File: src/rtl/core/i2c_bit_level_master_top_macros.svh
// assertion macros for the i2c bit-level master
// used by the top level only; expects clk and rst_n in scope
`ifndef I2C_BIT_LEVEL_MASTER_TOP_MACROS_SVH
`define I2C_BIT_LEVEL_MASTER_TOP_MACROS_SVH

// same-cycle implication, checked out of reset
`define I2CBM_ASSERT_IMPL(lbl, ante, cons) \
  lbl: assert property (@(posedge clk) disable iff (!rst_n) (ante) |-> (cons)) \
    else $error("i2cbm same-cycle check failed");

// next-cycle implication, checked out of reset
`define I2CBM_ASSERT_NEXT(lbl, ante, cons) \
  lbl: assert property (@(posedge clk) disable iff (!rst_n) (ante) |=> (cons)) \
    else $error("i2cbm next-cycle check failed");

`endif

File: src/rtl/core/i2cbm_pkg.sv
// shared types and constants for the i2c bit-level master
// no dependencies
package i2cbm_pkg;

  typedef enum logic [2:0] {
    CMD_NONE  = 3'd0,
    CMD_START = 3'd1,
    CMD_STOP  = 3'd2,
    CMD_WRITE = 3'd3,
    CMD_READ  = 3'd4
  } cmd_t;

  // one classified tick
  typedef struct packed {
    cmd_t       cmd;
    logic [7:0] wr_byte;
    logic       ack_level;
    logic       sda_in;
  } item_t;

  // one result, scl_level in bit 0
  typedef struct packed {
    logic       ack_seen;
    logic [7:0] rd_data;
    logic       done_res;
    logic       busy_res;
    logic       sda_drive;
    logic       sda_level;
    logic       scl_level;
  } res_t;

  localparam int IN_TDATA_W  = 16;
  localparam int OUT_TDATA_W = 16;
  localparam int RES_W       = $bits(res_t);

  localparam logic [7:0] PHASE_TICKS_RST = 8'd8;
  localparam logic [4:0] PH_BYTE_END     = 5'd16;
  localparam logic [4:0] PH_ACK_HIGH     = 5'd17;
  localparam logic [4:0] PH_COUNT_SHORT  = 5'd3;
  localparam logic [4:0] PH_COUNT_LONG   = 5'd18;

endpackage

File: src/rtl/core/i2cbm_front.sv
// front end: decodes request codes and buffers ticks in a two-entry queue
// depends on i2cbm_pkg
module i2cbm_front (
  input  logic                  clk,
  input  logic                  rst_n,
  input  logic                  in_tvalid,
  output logic                  in_tready,
  input  logic [2:0]            in_req_type,
  input  logic [7:0]            in_wr_byte,
  input  logic                  in_ack_level,
  input  logic                  in_sda_in,
  input  logic                  q_pop,
  output logic                  q_vld,
  output i2cbm_pkg::item_t      q_item
);
  import i2cbm_pkg::*;

  item_t      mem_r [2];
  logic       wr_ptr_r, wr_ptr_nxt;
  logic       rd_ptr_r, rd_ptr_nxt;
  logic [1:0] cnt_r, cnt_nxt;
  logic       push;
  item_t      item_in;

  always_comb begin
    item_in.wr_byte   = in_wr_byte;
    item_in.ack_level = in_ack_level;
    item_in.sda_in    = in_sda_in;
    // codes above read behave as no request
    unique case (in_req_type)
      CMD_START: item_in.cmd = CMD_START;
      CMD_STOP:  item_in.cmd = CMD_STOP;
      CMD_WRITE: item_in.cmd = CMD_WRITE;
      CMD_READ:  item_in.cmd = CMD_READ;
      default:   item_in.cmd = CMD_NONE;
    endcase
  end

  assign in_tready = (cnt_r != 2'd2);
  assign push      = in_tvalid && in_tready;
  assign q_vld     = (cnt_r != 2'd0);
  assign q_item    = mem_r[rd_ptr_r];

  always_comb begin
    wr_ptr_nxt = push ? ~wr_ptr_r : wr_ptr_r;
    rd_ptr_nxt = q_pop ? ~rd_ptr_r : rd_ptr_r;
    cnt_nxt    = cnt_r + {1'b0, push} - {1'b0, q_pop};
  end

  always_ff @(posedge clk) begin
    if (push) begin
      mem_r[wr_ptr_r] <= item_in;
    end
  end

  always_ff @(posedge clk) begin
    if (!rst_n) begin
      wr_ptr_r <= 1'b0;
      rd_ptr_r <= 1'b0;
      cnt_r    <= 2'd0;
    end else begin
      wr_ptr_r <= wr_ptr_nxt;
      rd_ptr_r <= rd_ptr_nxt;
      cnt_r    <= cnt_nxt;
    end
  end

endmodule

File: src/rtl/core/i2cbm_back.sv
// back end: pin sequencer for start, stop, write and read, plus result register
// depends on i2cbm_pkg
module i2cbm_back (
  input  logic                  clk,
  input  logic                  rst_n,
  input  logic                  cfg_we,
  input  logic [7:0]            cfg_phase_ticks,
  input  logic                  q_vld,
  input  i2cbm_pkg::item_t      q_item,
  output logic                  q_pop,
  output logic                  out_vld,
  input  logic                  out_rdy,
  output i2cbm_pkg::res_t       out_res
);
  import i2cbm_pkg::*;

  typedef enum logic [4:0] {
    ST_IDLE  = 5'b00001,
    ST_START = 5'b00010,
    ST_STOP  = 5'b00100,
    ST_WRITE = 5'b01000,
    ST_READ  = 5'b10000
  } st_t;

  typedef struct packed {
    logic scl;
    logic sda;
    logic drv;
  } pins_t;

  function automatic pins_t set_pins(st_t st, logic [4:0] p, logic [7:0] sh,
                                     logic ack, pins_t cur);
    pins_t r;
    r = cur;
    unique case (st)
      ST_START: begin
        r.drv = 1'b1;
        r.scl = (p != 5'd0);
        r.sda = (p != 5'd2);
      end
      ST_STOP: begin
        r.drv = 1'b1;
        r.scl = (p != 5'd0);
        r.sda = (p == 5'd2);
      end
      ST_WRITE: begin
        r.scl = p[0];
        if (p < PH_BYTE_END) begin
          r.drv = 1'b1;
          r.sda = sh[3'd7 - p[3:1]];
        end else begin
          r.drv = 1'b0;
          r.sda = 1'b1;
        end
      end
      ST_READ: begin
        r.scl = p[0];
        if (p < PH_BYTE_END) begin
          r.drv = 1'b0;
          r.sda = 1'b1;
        end else begin
          r.drv = 1'b1;
          r.sda = ack;
        end
      end
      default: r = cur;
    endcase
    return r;
  endfunction

  st_t        st_r, st_a, st_nxt;
  logic [7:0] tick_r, tick_a, tick_nxt;
  logic [4:0] phase_r, phase_a, phase_nxt;
  logic [7:0] shift_r, shift_a, shift_nxt;
  logic       ackc_r, ackc_a;
  pins_t      pins_r, pins_a, pins_nxt;
  logic       nack_r, nack_nxt;
  logic [7:0] rd_r, rd_nxt;
  logic [7:0] ticks_r;
  logic [7:0] limit;
  logic [8:0] tick_sum;
  logic [4:0] phase_inc;
  logic [4:0] ph_count;
  logic       out_vld_r;
  res_t       out_res_r, res_nxt;

  assign limit   = (ticks_r == 8'd0) ? 8'd1 : ticks_r;
  assign q_pop   = q_vld && (!out_vld_r || out_rdy);
  assign out_vld = out_vld_r;
  assign out_res = out_res_r;

  always_comb begin
    st_a    = st_r;
    tick_a  = tick_r;
    phase_a = phase_r;
    shift_a = shift_r;
    ackc_a  = ackc_r;
    pins_a  = pins_r;
    // a new command is taken only while idle
    if (st_r == ST_IDLE && q_item.cmd != CMD_NONE) begin
      unique case (q_item.cmd)
        CMD_START: st_a = ST_START;
        CMD_STOP:  st_a = ST_STOP;
        CMD_WRITE: st_a = ST_WRITE;
        CMD_READ:  st_a = ST_READ;
        default:   st_a = ST_IDLE;
      endcase
      tick_a  = 8'd0;
      phase_a = 5'd0;
      shift_a = (q_item.cmd == CMD_WRITE) ? q_item.wr_byte : 8'd0;
      ackc_a  = q_item.ack_level;
      pins_a  = set_pins(st_a, 5'd0, shift_a, ackc_a, pins_r);
    end

    st_nxt    = st_a;
    tick_nxt  = tick_a;
    phase_nxt = phase_a;
    shift_nxt = shift_a;
    pins_nxt  = pins_a;
    nack_nxt  = nack_r;
    rd_nxt    = rd_r;
    tick_sum  = {1'b0, tick_a} + 9'd1;
    phase_inc = phase_a + 5'd1;
    ph_count  = (st_a == ST_START || st_a == ST_STOP) ? PH_COUNT_SHORT : PH_COUNT_LONG;

    res_nxt.scl_level = pins_a.scl;
    res_nxt.sda_level = pins_a.sda;
    res_nxt.sda_drive = pins_a.drv;
    res_nxt.busy_res  = (st_a != ST_IDLE);
    res_nxt.done_res  = 1'b0;

    if (st_a != ST_IDLE) begin
      if (tick_sum >= {1'b0, limit}) begin
        tick_nxt = 8'd0;
        // sample on the last tick of each scl-high data phase
        if (st_a == ST_READ && phase_a < PH_BYTE_END && phase_a[0]) begin
          shift_nxt = {shift_a[6:0], q_item.sda_in};
        end
        if (st_a == ST_WRITE && phase_a == PH_ACK_HIGH) begin
          nack_nxt = q_item.sda_in;
        end
        if (phase_inc >= ph_count) begin
          if (st_a == ST_READ) begin
            rd_nxt = shift_nxt;
          end
          res_nxt.done_res = 1'b1;
          st_nxt    = ST_IDLE;
          phase_nxt = 5'd0;
        end else begin
          phase_nxt = phase_inc;
          pins_nxt  = set_pins(st_a, phase_inc, shift_nxt, ackc_a, pins_a);
        end
      end else begin
        tick_nxt = tick_sum[7:0];
      end
    end

    res_nxt.rd_data  = rd_nxt;
    res_nxt.ack_seen = nack_nxt;
  end

  always_ff @(posedge clk) begin
    if (q_pop) begin
      out_res_r <= res_nxt;
    end
  end

  always_ff @(posedge clk) begin
    if (!rst_n) begin
      st_r      <= ST_IDLE;
      tick_r    <= 8'd0;
      phase_r   <= 5'd0;
      shift_r   <= 8'd0;
      ackc_r    <= 1'b0;
      pins_r    <= '{scl: 1'b1, sda: 1'b1, drv: 1'b1};
      nack_r    <= 1'b0;
      rd_r      <= 8'd0;
      ticks_r   <= PHASE_TICKS_RST;
      out_vld_r <= 1'b0;
    end else begin
      if (cfg_we) begin
        ticks_r <= cfg_phase_ticks;
      end
      if (q_pop) begin
        st_r    <= st_nxt;
        tick_r  <= tick_nxt;
        phase_r <= phase_nxt;
        shift_r <= shift_nxt;
        ackc_r  <= ackc_a;
        pins_r  <= pins_nxt;
        nack_r  <= nack_nxt;
        rd_r    <= rd_nxt;
      end
      if (q_pop) begin
        out_vld_r <= 1'b1;
      end else if (out_rdy) begin
        out_vld_r <= 1'b0;
      end
    end
  end

endmodule

File: src/rtl/core/i2c_bit_level_master_top.sv
// i2c bit-level master, top level: front decoder/queue and back pin sequencer
// depends on i2cbm_pkg, i2cbm_front, i2cbm_back, i2c_bit_level_master_top_macros.svh
//
//   channel | direction | contents
//   in_     | slave     | one bus tick: request kind, write byte, ack level, sampled sda
//   out_    | master    | one result per tick: pins, busy, done, read byte, ack seen
//   cfg_    | slave     | phase_ticks write
//
// one tick is taken per cycle while the queue has room; it is first written into the
// queue, and its result is registered in the output register when it is popped.
// reset brings scl and sda high and driven, phase_ticks to 8, queue and output empty.
// a stalled output holds the back end; the front keeps taking ticks until the
// queue is full.
module i2c_bit_level_master_top (
  input  logic                              clk,
  input  logic                              rst_n,
  input  logic                              in_tvalid,
  output logic                              in_tready,
  // [7:0] wr_byte, [8] ack_level, [9] sda_in, [15:10] zero
  input  logic [i2cbm_pkg::IN_TDATA_W-1:0]  in_tdata,
  // [2:0] req_type
  input  logic [2:0]                        in_tuser,
  output logic                              out_tvalid,
  input  logic                              out_tready,
  // [0] scl_level, [1] sda_level, [2] sda_drive, [3] busy_res, [4] done_res,
  // [12:5] rd_data, [13] ack_seen, [15:14] zero
  output logic [i2cbm_pkg::OUT_TDATA_W-1:0] out_tdata,
  input  logic                              cfg_valid,
  output logic                              cfg_ready,
  input  logic [7:0]                        cfg_data
);
  import i2cbm_pkg::*;

  `include "i2c_bit_level_master_top_macros.svh"

  logic  q_pop;
  logic  q_vld;
  item_t q_item;
  res_t  out_res;

  assign cfg_ready = 1'b1;

  i2cbm_front u_front (
    .clk          (clk),
    .rst_n        (rst_n),
    .in_tvalid    (in_tvalid),
    .in_tready    (in_tready),
    .in_req_type  (in_tuser),
    .in_wr_byte   (in_tdata[7:0]),
    .in_ack_level (in_tdata[8]),
    .in_sda_in    (in_tdata[9]),
    .q_pop        (q_pop),
    .q_vld        (q_vld),
    .q_item       (q_item)
  );

  i2cbm_back u_back (
    .clk             (clk),
    .rst_n           (rst_n),
    .cfg_we          (cfg_valid && cfg_ready),
    .cfg_phase_ticks (cfg_data),
    .q_vld           (q_vld),
    .q_item          (q_item),
    .q_pop           (q_pop),
    .out_vld         (out_tvalid),
    .out_rdy         (out_tready),
    .out_res         (out_res)
  );

  assign out_tdata = {{(OUT_TDATA_W - RES_W){1'b0}}, out_res};

  // a finishing tick is always a busy tick
  `I2CBM_ASSERT_IMPL(a_done_busy, out_tvalid && out_res.done_res, out_res.busy_res)
  // released sda reads high
  `I2CBM_ASSERT_IMPL(a_release_high, out_tvalid && !out_res.sda_drive, out_res.sda_level)
  // front only backs up when the queue holds work
  `I2CBM_ASSERT_IMPL(a_full_has_work, !in_tready, q_vld)
  // a popped tick always lands in the output register
  `I2CBM_ASSERT_NEXT(a_pop_shows, q_pop, out_tvalid)

endmodule
File: config.mk
export PLATFORM = sky130hd
export DESIGN_NAME = i2c_bit_level_master_top
export DESIGN_NICKNAME = d
export VERILOG_FILES = /design/src/rtl/core/i2cbm_pkg.sv /design/src/rtl/core/i2cbm_front.sv /design/src/rtl/core/i2cbm_back.sv /design/src/rtl/core/i2c_bit_level_master_top.sv
export VERILOG_INCLUDE_DIRS = /design/src /design/src/rtl/core
export SDC_FILE = /design/constraint.sdc
export NUM_CORES = 1
export LEC_CHECK = 0
export BUFFER_PORTS_ARGS = -buffer_cell sky130_fd_sc_hd__buf_2
export CAP_MARGIN = 10
export CORE_MARGIN = 10
export CORE_UTILIZATION = 31
export CTS_BUF_LIST = sky130_fd_sc_hd__clkbuf_4
export DETAILED_ROUTE_END_ITERATION = 10
export PLACE_DENSITY = 0.49
export SYNTH_ARGS = -nofsm -noshare
export SYNTH_HDL_FRONTEND = slang
export SYNTH_HIERARCHICAL = 1
export SYNTH_SLANG_ARGS = --single-unit
File: constraint.sdc
create_clock -name clk -period 4.8 [get_ports clk]
set_clock_uncertainty 0.05 [all_clocks]
set_input_delay 0.48 -clock clk [delete_from_list [all_inputs] [get_ports clk]]
set_output_delay 0.48 -clock clk [all_outputs]
set_load 0.03 [all_outputs]
==> results of run 1 <==
## final timing paths
path,start,end,cells after the start
hold reg to reg,u_back/rd_r[7]$_SDFFE_PN0P_,u_back/rd_r[7]$_SDFFE_PN0P_,2
hold / removal,in_tdata[2],u_front/mem_r[0][4]$_DFFE_PP_,1
setup reg to reg,flop,u_back/out_res[5]$_DFFE_PP_,17
setup / recovery,flop,u_back/out_res[5]$_DFFE_PP_,17
## area by class of cell
cell class,count,area [um^2],area share
sequential,93,2260,0.404
clock buffer,9,67.6,0.0121
clock inverter,7,56.3,0.0100
inverter,21,78.8,0.0141
tap,216,270,0.0482
multi-input combinational,349,2550,0.455
timing repair buffer,55,314,0.0561
antenna,1,2.50,0.000447
## through the flow
stage,cell area [um^2],instances
global route,5600,751
detailed placement,5460,734
floorplan,5050,497
CTS,5580,750
global placement,5460,734
finish,5600,751
## power groups by stage
stage                     Sequential [W]  Combinational, W  Clock, W
after floorplan                  0.00121          0.000812         0
after global placement           0.00112           0.00122         0
after detailed placement         0.00112           0.00124         0
after CTS                        0.00110           0.00124  0.000434
after global routing             0.00113           0.00137  0.000469
final                            0.00110           0.00124  0.000412
## cells by family (layout without fill, tap and decap cells)
logic type / after synthesis / count (layout)
other cells: 2 / 4
flops: 93 / 93
fa+ha+maj: 15 / 15
xor+xnor: 11 / 11
simple gates: 158 / 158
compound gates: 121 / 121
mux: 41 / 41
buf+inv: 55 / 92
## cells in the final DEF, fill, tap and decap left out, drive strengths merged, types with 6 or more instances in the layout
cell,instances
nand2,38
and2,8
nand3,19
inv,25
nand2b,6
dfxtp,53
o211ai,11
o21ai,23
o211a,7
a22oi,15
nor2,30
nor2b,21
ha,15
mux2,23
mux2i,18
nor3,7
a21oi,22
clkbuf,9
buf,55
xor2,6
edfxtp,40
## what timing repair did
action	4_1_cts	5_1_grt
gates resized for setup	0	5
hold endpoints to repair	0	0
setup endpoints to repair	0	7
## per-layer routing
metal | part of all wire | track usage | vias up | wire (um)
met5 | 0 | 0 | - | 0
met4 | 0.016 | 0.0426 | 0 | 188
met2 | 0.49 | 0.179 | 62 | 5740
met1 | 0.46 | 0.133 | 1799 | 5400
met3 | 0.041 | 0.0299 | 14 | 484
li1 | - | - | 1882 | -
## flip-flops by register name (all words and copies together) (netlist names), named ones only
signal	flops
u_front/mem_r	26
u_back/out_res	14
u_back/rd_r	8
u_back/shift_r	8
u_back/tick_r	8
u_back/ticks_r	8
u_back/phase_r	5
u_back/st_r	5
u_back/pins_r	3
u_front/cnt_r	2
u_back/ackc_r	1
u_back/nack_r	1
u_back/out_vld	1
u_front/rd_ptr_r	1
u_front/wr_ptr_r	1
==> flow_metrics.tcl, run 1 <==
set metrics [dict create \
    outcome "completed" \
    p_leak_nw 2.13 \
    critPathLaunchType "flop" \
    die_y_um 148 \
    grt_antenna_before_repair 1 \
    synth-adder-area-share 0.0372 \
    core.rowCount 46 \
    postSynthCellCount 496 \
    pwr-share-seq 0.400 \
    grtUsageTotal 0.109 \
    slowest_stage "a2111oi_4" \
    slowest_delay_ns 0.54 \
    final_util 0.351 \
    synthTopCellsByCount "dfxtp_1, edfxtp_1, nand2_1" \
    synth_area_mm2 0.00505 \
    critical_path.cell_chain "mux2_4 -> or3_4 -> nand3_1 -> and2_1 -> ha_1 -> and3_1 -> nand3_1 -> xor2_1 -> nor2_1 -> ha_1 -> nand4_1 -> nor2_1 -> a2111oi_4 -> buf_4 -> a2111oi_4 -> buf_4 -> mux2_2" \
    wl_per_cell_um 15.7 \
    cp.arrival_ns 4.68 \
    drt_iter0_markers 244 \
    async_flop_share 0 \
    cts.clk_slew.worst_paths_ns 0.16 \
    synth_cell_types 73 \
    start_util 0.317 \
    syn_to_final_growth_pct 11.0 \
    synth-simple-area-share 0.171 \
    yosys_warnings 6 \
    end_kind "flop" \
    maxCapViolations 0 \
    p_sw_w 0.00120 \
    final.setup.tns_ns 0 \
    synth_seq_cells 93 \
    overflow 0 \
    min_period_ns 4.47 \
    clkPwrFrac 0.149 \
    drive_gt1_frac 0.227 \
    via_count 3757 \
    finalSetupViolations 0 \
    synth_top_family_by_area "compound AO/OA/AOI/OAI gates" \
    htree_levels 3 \
    core_area_mm2 0.0159 \
    relSlewSlack 0.329 \
    grt_pass1_wl_mm 19.2 \
    cp_top_family "simple AND/OR/NAND/NOR gates" \
    worst_pin_slew_ns 1.01 \
    postCtsSetupBuffers 0 \
    layout_setup_ws_ns 0.326 \
    crit_buf_inv 2 \
    min_path_type "input pin to flop" \
    ctsHoldBuffers 0 \
    clkLatencyLatePin_ns 0.49 \
    rsz0062_at_grt "no" \
    io_buffer_count 41 \
    ant_nets 0 \
    synth-main-ff-cell "dfxtp_1" \
    powerDensity_mw_per_mm2 492 \
    hpwlAfterDp_mm 8.37 \
    cts_inserted_buffers 9 \
    tritoncts "done" \
    critPathKind "flop to flop" \
    total_power_w 0.00276 \
    path_max_fanout 10 \
    dr.pass1.iters 4 \
    worstPathRequired_ns 5.01 \
    synth_compound_gate_area_share 0.184 \
    netlist.area_leader.share 0.238 \
    hold_violations 0 \
    finalCritPeriodShare 0.932 \
    finalMaxSlewViolations 0 \
    power_frac_comb 0.450 \
    grt_pass1_vias 3772 \
    wl_mm 11.8 \
    synth_area_leader_cell "edfxtp_1" \
    rrSetupSlack_ns 0.33 \
    cts_sinks 93 \
    place_congestion 0.794 \
    power.internal_w 0.00156 \
    drcViolationCount 0 \
    drt-vias-per-instance 5.00 \
    io_pins 51 \
    synth-edff-count 40 \
    final_nets 576 \
    die_w_um 148 \
    switching_share 0.434 \
    synth_most_common_cell "dfxtp_1" \
    avgSynthCellArea_um2 10.2 \
    synthMuxAreaShare 0.0870 \
    synth-xor-area-share 0.0191 \
    die_area_mm2 0.0218 \
    clock-root-buffer "clkbuf_4" \
    vdd_drop_max_mv 0.210 \
    nFillCells 1658 \
    synth_area_leaders "edfxtp_1, dfxtp_1, mux2_2" \
    cts.path.max_buffers 2 \
    fmax_mhz 224 \
    hold_ws_ns 0.116 \
    grt_max_degree 61 \
    post-place-ws_ns 0.260 \
    synth-seq-area-share 0.448 \
]
Power figures use the tool's default switching activity.
==> run 2, diff against run 1 <==
- SYNTH_HIERARCHICAL: 1 -> unset
==> flow_metrics.tcl, run 2 <==
set metrics [dict create \
    ant_nets 0 \
    dr.pass1.iters 5 \
    tritoncts "done" \
    final_cell_mix "nor2_1, dfxtp_1, buf_2" \
    cts_sinks 93 \
    async_flop_share 0 \
    fmax_mhz 228 \
    grt_pass1_wl_mm 20.8 \
    finalMaxSlewViolations 0 \
    via_count 4011 \
    avgSynthCellArea_um2 9.62 \
    maxCapViolations 0 \
    grtUsageTotal 0.118 \
    r2r-end "u_back.pins_r[2]$_SDFFE_PN1P_" \
    final_nets 604 \
    cts_inserted_buffers 9 \
    hpwlAfterDp_mm 9.39 \
    worstPathRequired_ns 5.16 \
    ff2ff_path_depth 17 \
    place_congestion 0.887 \
    io_pins 51 \
    cts.path.max_buffers 2 \
    hold-path-endpoint "u_front.mem_r[0][3]$_DFFE_PP_" \
    drive_gt1_frac 0.157 \
    worst_pin_slew_ns 1.07 \
    min_path_type "input pin to flop" \
    wl_per_cell_um 16.5 \
    p_leak_nw 2.14 \
    largest-register "u_front.mem_r" \
    grt_antenna_before_repair 2 \
    critical_path.cell_chain "nor3_1 -> and2_1 -> nand2_1 -> and2_1 -> ha_1 -> nand3_1 -> xor2_1 -> nor2_1 -> ha_1 -> a21o_1 -> a211o_1 -> a41oi_1 -> o221ai_1 -> nand2_1 -> nor3_1 -> o21ai_0 -> o211ai_1" \
    die_area_mm2 0.0218 \
    largest_reg_flops 26 \
    finalSetupViolations 0 \
    final_cell_area_mm2 0.00557 \
    ctsResizeCount 0 \
    path_max_fanout 7 \
    io_buffer_count 41 \
    hold_violations 0 \
    final.setup.tns_ns 0 \
    drcViolationCount 0 \
    postCtsSetupBuffers 0 \
    synth-main-ff-cell "dfxtp_1" \
    critPathKind "flop to flop" \
    r2r_start "u_back.st_r[1]$_SDFFE_PN0P_" \
    synth_most_common_cell "nor2_1" \
    worst_hold_path.num_cells 1 \
    rsz0062_at_grt "no" \
    cts.clk_slew.worst_paths_ns 0.16 \
    netlist.area_leader.share 0.238 \
    core.rowCount 46 \
    synth_area_leader_cell "edfxtp_1" \
    die_y_um 148 \
    powerDensity_mw_per_mm2 510 \
    overflow 0 \
    slowest_stage "o221ai_1" \
    clock-root-buffer "clkbuf_4" \
    placed_area_mm2 0.00544 \
    postSynthCellCount 525 \
    ctsHoldBuffers 0 \
    cp.arrival_ns 4.76 \
    hold_start "in_tdata[1]" \
    syn_to_final_growth_pct 10.4 \
    drt-vias-per-instance 5.15 \
    synth-edff-count 40 \
    grt_pass1_vias 3820 \
    outcome "completed" \
    synth_cell_types 75 \
    wl_mm 12.8 \
    synth_area_leaders "edfxtp_1, dfxtp_1, nor2_1" \
    synth_area_mm2 0.00505 \
    yosys_warnings 0 \
    core_area_mm2 0.0159 \
    slowest_delay_ns 0.54 \
    drt_iter0_markers 307 \
    synth_seq_cells 93 \
    min_period_ns 4.40 \
    die_w_um 148 \
    start_util 0.317 \
    grt_max_degree 39 \
    rrSetupSlack_ns 0.40 \
    finalCritPeriodShare 0.916 \
    synth-seq-area-share 0.448 \
    relSlewSlack 0.284 \
    final_common_cell "nor2_1" \
    critPathLaunchType "flop" \
    vdd_drop_max_mv 0.219 \
    htree_levels 3 \
    clkLatencyLatePin_ns 0.47 \
    end_kind "flop" \
    synthTopCellsByCount "nor2_1, dfxtp_1, edfxtp_1" \
]
==> run 2: metrics by stage <==
step	utilization	worst slack, ns	total power, W	cells	hold slack (ns)
6_report	0.350	0.405	0.00284	779	0.137
2_1_floorplan	-	0.561	0.00210	526	0.378
3_3_place_gp	0.341	0.431	0.00244	761	0.389
3_5_place_dp	0.341	0.387	0.00246	761	0.400
4_1_cts	0.349	0.354	0.00287	777	0.0907
5_1_grt	0.350	0.0626	0.00306	779	0.0736
==> run 2: how the worst max path moves through the flow <==
stage / to / startpoint / depth (start not counted)
4_1_cts: u_back.rd_r[4]$_SDFFE_PN0P_ / flop / 17
2_1_floorplan: u_back.rd_r[1]$_SDFFE_PN0P_ / u_back.st_r[1]$_SDFFE_PN0P_ / 20
3_5_place_dp: u_back.rd_r[4]$_SDFFE_PN0P_ / flop / 17
3_3_place_gp: u_back.rd_r[4]$_SDFFE_PN0P_ / u_back.st_r[1]$_SDFFE_PN0P_ / 17
5_1_grt: u_back.pins_r[2]$_SDFFE_PN1P_ / flop / 15
6_report: u_back.pins_r[2]$_SDFFE_PN1P_ / u_back.st_r[1]$_SDFFE_PN0P_ / 17
==> run 2: worst max-delay path, delay by kind of cell (launching register included) <==
| kind | cells | cell delay (ns) |
|---|---|---|
| AND/OR/NAND/NOR | 8 | 2.05 |
| XOR/XNOR | 1 | 0.15 |
| adder cells (fa/ha/maj) | 2 | 0.53 |
| AO/OA/AOI/OAI | 6 | 1.18 |
| flip-flops | 1 | 0.38 |
==> run 2: routing by layer <==
layer / vias to the layer above / wire, um / GRT usage
li1: 2003 / - / -
met5: - / 0 / 0
met1: 1873 / 6250 / 0.160
met2: 120 / 5630 / 0.179
met4: 0 / 219 / 0.0396
met3: 15 / 726 / 0.0296
==> run 2: logic make-up (layout without fill, tap and decap cells) <==
kind of cell | count (synthesis) | in the layout | synth area share
compound gates | 130 | 130 | 0.185
buf+inv | 56 | 91 | 0.0483
simple gates | 184 | 184 | 0.189
flops | 93 | 93 | 0.448
fa+ha+maj | 16 | 16 | 0.0397
xor+xnor | 15 | 15 | 0.0260
other cells | 2 | 5 | 0.00149
mux | 29 | 29 | 0.0627
==> run 2: layout make-up <==
cell class | count | area [um^2]
Inverter | 26 | 97.6
Antenna cell | 2 | 5.00
Clock buffer | 10 | 75.1
Multi-Input combinational cell | 377 | 2550
Tap cell | 216 | 270
Fill cell | 1652 | 10400
Timing Repair Buffer | 49 | 265
Sequential cell | 93 | 2260
Clock inverter | 6 | 46.3
==> run 2: power by group <==
part / total [W] / internal, W / switching (W)
clock: 0.000399 / 0.000116 / 0.000283
sequential: 0.00113 / 0.00104 / 0.0000936
combinational: 0.00131 / 0.000439 / 0.000876
total: 0.00284 / 0.00159 / 0.00125
==> run 3, diff against run 2 <==
- PLACE_DENSITY: 0.49 -> 0.47
- clock period: 4.8 -> 4.6 ns (I/O delays scaled with it)
==> flow_metrics.tcl, run 3 (synthesis results as in run 2) <==
set metrics [dict create \
    worstPathRequired_ns 4.93 \
    overflow 0 \
    r2r-end "u_back.rd_r[6]$_SDFFE_PN0P_" \
    worst_pin_slew_ns 1.09 \
    cts_inserted_buffers 9 \
    drt_iter0_markers 320 \
    min_path_type "input pin to flop" \
    rrSetupSlack_ns 0.42 \
    p_sw_w 0.00133 \
    hpwlAfterDp_mm 9.72 \
    drive_gt1_frac 0.172 \
    outcome "completed" \
    ctsHoldBuffers 0 \
    final_cell_mix "nor2_1, dfxtp_1, buf_2" \
    ant_nets 0 \
    cts.clk_slew.worst_paths_ns 0.15 \
    rsz0062_at_grt "no" \
    grt_max_degree 39 \
    hold_start "in_tdata[1]" \
    relSlewSlack 0.272 \
    wl_per_cell_um 17.0 \
    critical_path.cell_chain "nor3_1 -> and2_1 -> nand2_1 -> and2_1 -> ha_1 -> nand3_1 -> xor2_1 -> nor2_1 -> ha_1 -> a21o_1 -> a211o_1 -> a41oi_1 -> o221ai_2 -> and2_4 -> nand3_4 -> mux2_4 -> o211a_1" \
    finalSetupViolations 0 \
    die_w_um 148 \
    hold-path-endpoint "u_front.mem_r[1][3]$_DFFE_PP_" \
    tritoncts "done" \
    critPathLaunchType "flop" \
    end_kind "flop" \
    power_frac_comb 0.467 \
    grt_pass1_vias 3970 \
    cp.arrival_ns 4.51 \
    cts_sinks 93 \
    largest-register "u_front.mem_r" \
    core.rowCount 46 \
    drcViolationCount 0 \
    syn_to_final_growth_pct 11.1 \
    hold_ws_ns 0.114 \
    drt-vias-per-instance 5.22 \
    r2r_start "u_back.st_r[1]$_SDFFE_PN0P_" \
    hold_violations 0 \
    maxCapViolations 0 \
    finalMaxSlewViolations 0 \
    slowest_delay_ns 0.39 \
    critPathKind "flop to flop" \
    via_count 4077 \
    min_period_ns 4.18 \
    finalCritPeriodShare 0.909 \
    path_max_fanout 9 \
    place_congestion 0.856 \
    final_nets 607 \
    fin_cells 781 \
    slowest_stage "nor3_1" \
    final.setup.tns_ns 0 \
    wl_mm 13.3 \
    io_buffer_count 41 \
    worst_hold_path.num_cells 1 \
    dr.pass1.iters 5 \
    clock-root-buffer "clkbuf_4" \
    ff2ff_path_depth 17 \
    core_area_mm2 0.0159 \
    p_leak_nw 2.16 \
    clkPwrFrac 0.140 \
    power.internal_w 0.00167 \
    placed_area_mm2 0.00546 \
    start_util 0.317 \
    switching_share 0.444 \
    grt_antenna_before_repair 1 \
    nFillCells 1648 \
    htree_levels 3 \
    clkLatencyLatePin_ns 0.47 \
    dp_cells 764 \
    grtUsageTotal 0.124 \
    die_area_mm2 0.0218 \
    fmax_mhz 239 \
    die_y_um 148 \
    powerDensity_mw_per_mm2 534 \
    io_pins 51 \
    final_cell_area_mm2 0.00561 \
    largest_reg_flops 26 \
    final_common_cell "nor2_1" \
    pwr-share-seq 0.393 \
    vdd_drop_max_mv 0.209 \
    grt_pass1_wl_mm 21.5 \
    cts.path.max_buffers 2 \
]
-- run 3: cell count changes in the layout (fill, tap and decap cells not counted), sizes merged --
cell    delta
diode      -1
clkbuf     +1
buf        +3
clkinv     +1
inv        -2
-- run 3: cell type report --
type / instances / area [um^2] / share of cell area
Tap cell: 216 / 270 / 0.0482
Sequential cell: 93 / 2260 / 0.403
Antenna cell: 1 / 2.50 / 0.000446
Clock buffer: 11 / 82.6 / 0.0147
Multi-Input combinational cell: 377 / 2570 / 0.458
Inverter: 26 / 97.6 / 0.0174
Timing Repair Buffer: 52 / 288 / 0.0513
Clock inverter: 5 / 37.5 / 0.00669
-- run 3: critical path, delay by kind of cell, from the launching register on --
| family | cells | cell delay, ns |
|---|---|---|
| fa+ha+maj | 2 | 0.57 |
| simple gates | 8 | 1.51 |
| flops | 1 | 0.37 |
| xor+xnor | 1 | 0.15 |
| compound gates | 5 | 1.08 |
| mux | 1 | 0.33 |
-- run 3: worst max path at each step --
stage / cells after the start / to / slack [ns] / from
finish: 17 / u_back.rd_r[6]$_SDFFE_PN0P_ / 0.42 / u_back.st_r[1]$_SDFFE_PN0P_
global route: 15 / u_back.pins_r[1]$_SDFFE_PN1P_ / 0.06 / u_front.mem_r[1][10]$_DFFE_PP_
CTS: 15 / u_back.st_r[4]$_SDFFE_PN0P_ / 0.29 / flop
detailed placement: 15 / u_back.st_r[4]$_SDFFE_PN0P_ / 0.32 / flop
global placement: 15 / u_back.pins_r[2]$_SDFFE_PN1P_ / 0.35 / flop
floorplan: 20 / u_back.rd_r[1]$_SDFFE_PN0P_ / 0.36 / u_back.st_r[1]$_SDFFE_PN0P_
-- run 3: power groups by stage --
stage / logic [W] / registers, W / clock network, W
CTS: 0.00140 / 0.00118 / 0.000434
global placement: 0.00137 / 0.00119 / 0
global route: 0.00155 / 0.00120 / 0.000471
finish: 0.00140 / 0.00118 / 0.000421
floorplan: 0.000894 / 0.00129 / 0
detailed placement: 0.00139 / 0.00120 / 0
-- run 3: timing repair --
action	in CTS	in global routing
setup endpoints to repair	0	28
resized for setup	0	9
buffers inserted	0	0
-- run 3: stage by stage --
stage / total power (W) / setup slack [ns] / utilization
3_5_place_dp: 0.00259 / 0.317 / 0.343
4_1_cts: 0.00301 / 0.290 / 0.350
3_3_place_gp: 0.00256 / 0.352 / 0.343
5_1_grt: 0.00322 / 0.0612 / 0.352
2_1_floorplan: 0.00219 / 0.361 / -
6_report: 0.00300 / 0.420 / 0.352
-- run 3: per-layer routing --
metal | wire, um | up-vias | share of wire | track usage
met5 | 0 | - | 0 | 0
met4 | 228 | 0 | 0.017 | 0.0471
met3 | 684 | 18 | 0.052 | 0.0244
met2 | 5790 | 115 | 0.44 | 0.185
met1 | 6560 | 1928 | 0.49 | 0.172
li1 | - | 2016 | - | -
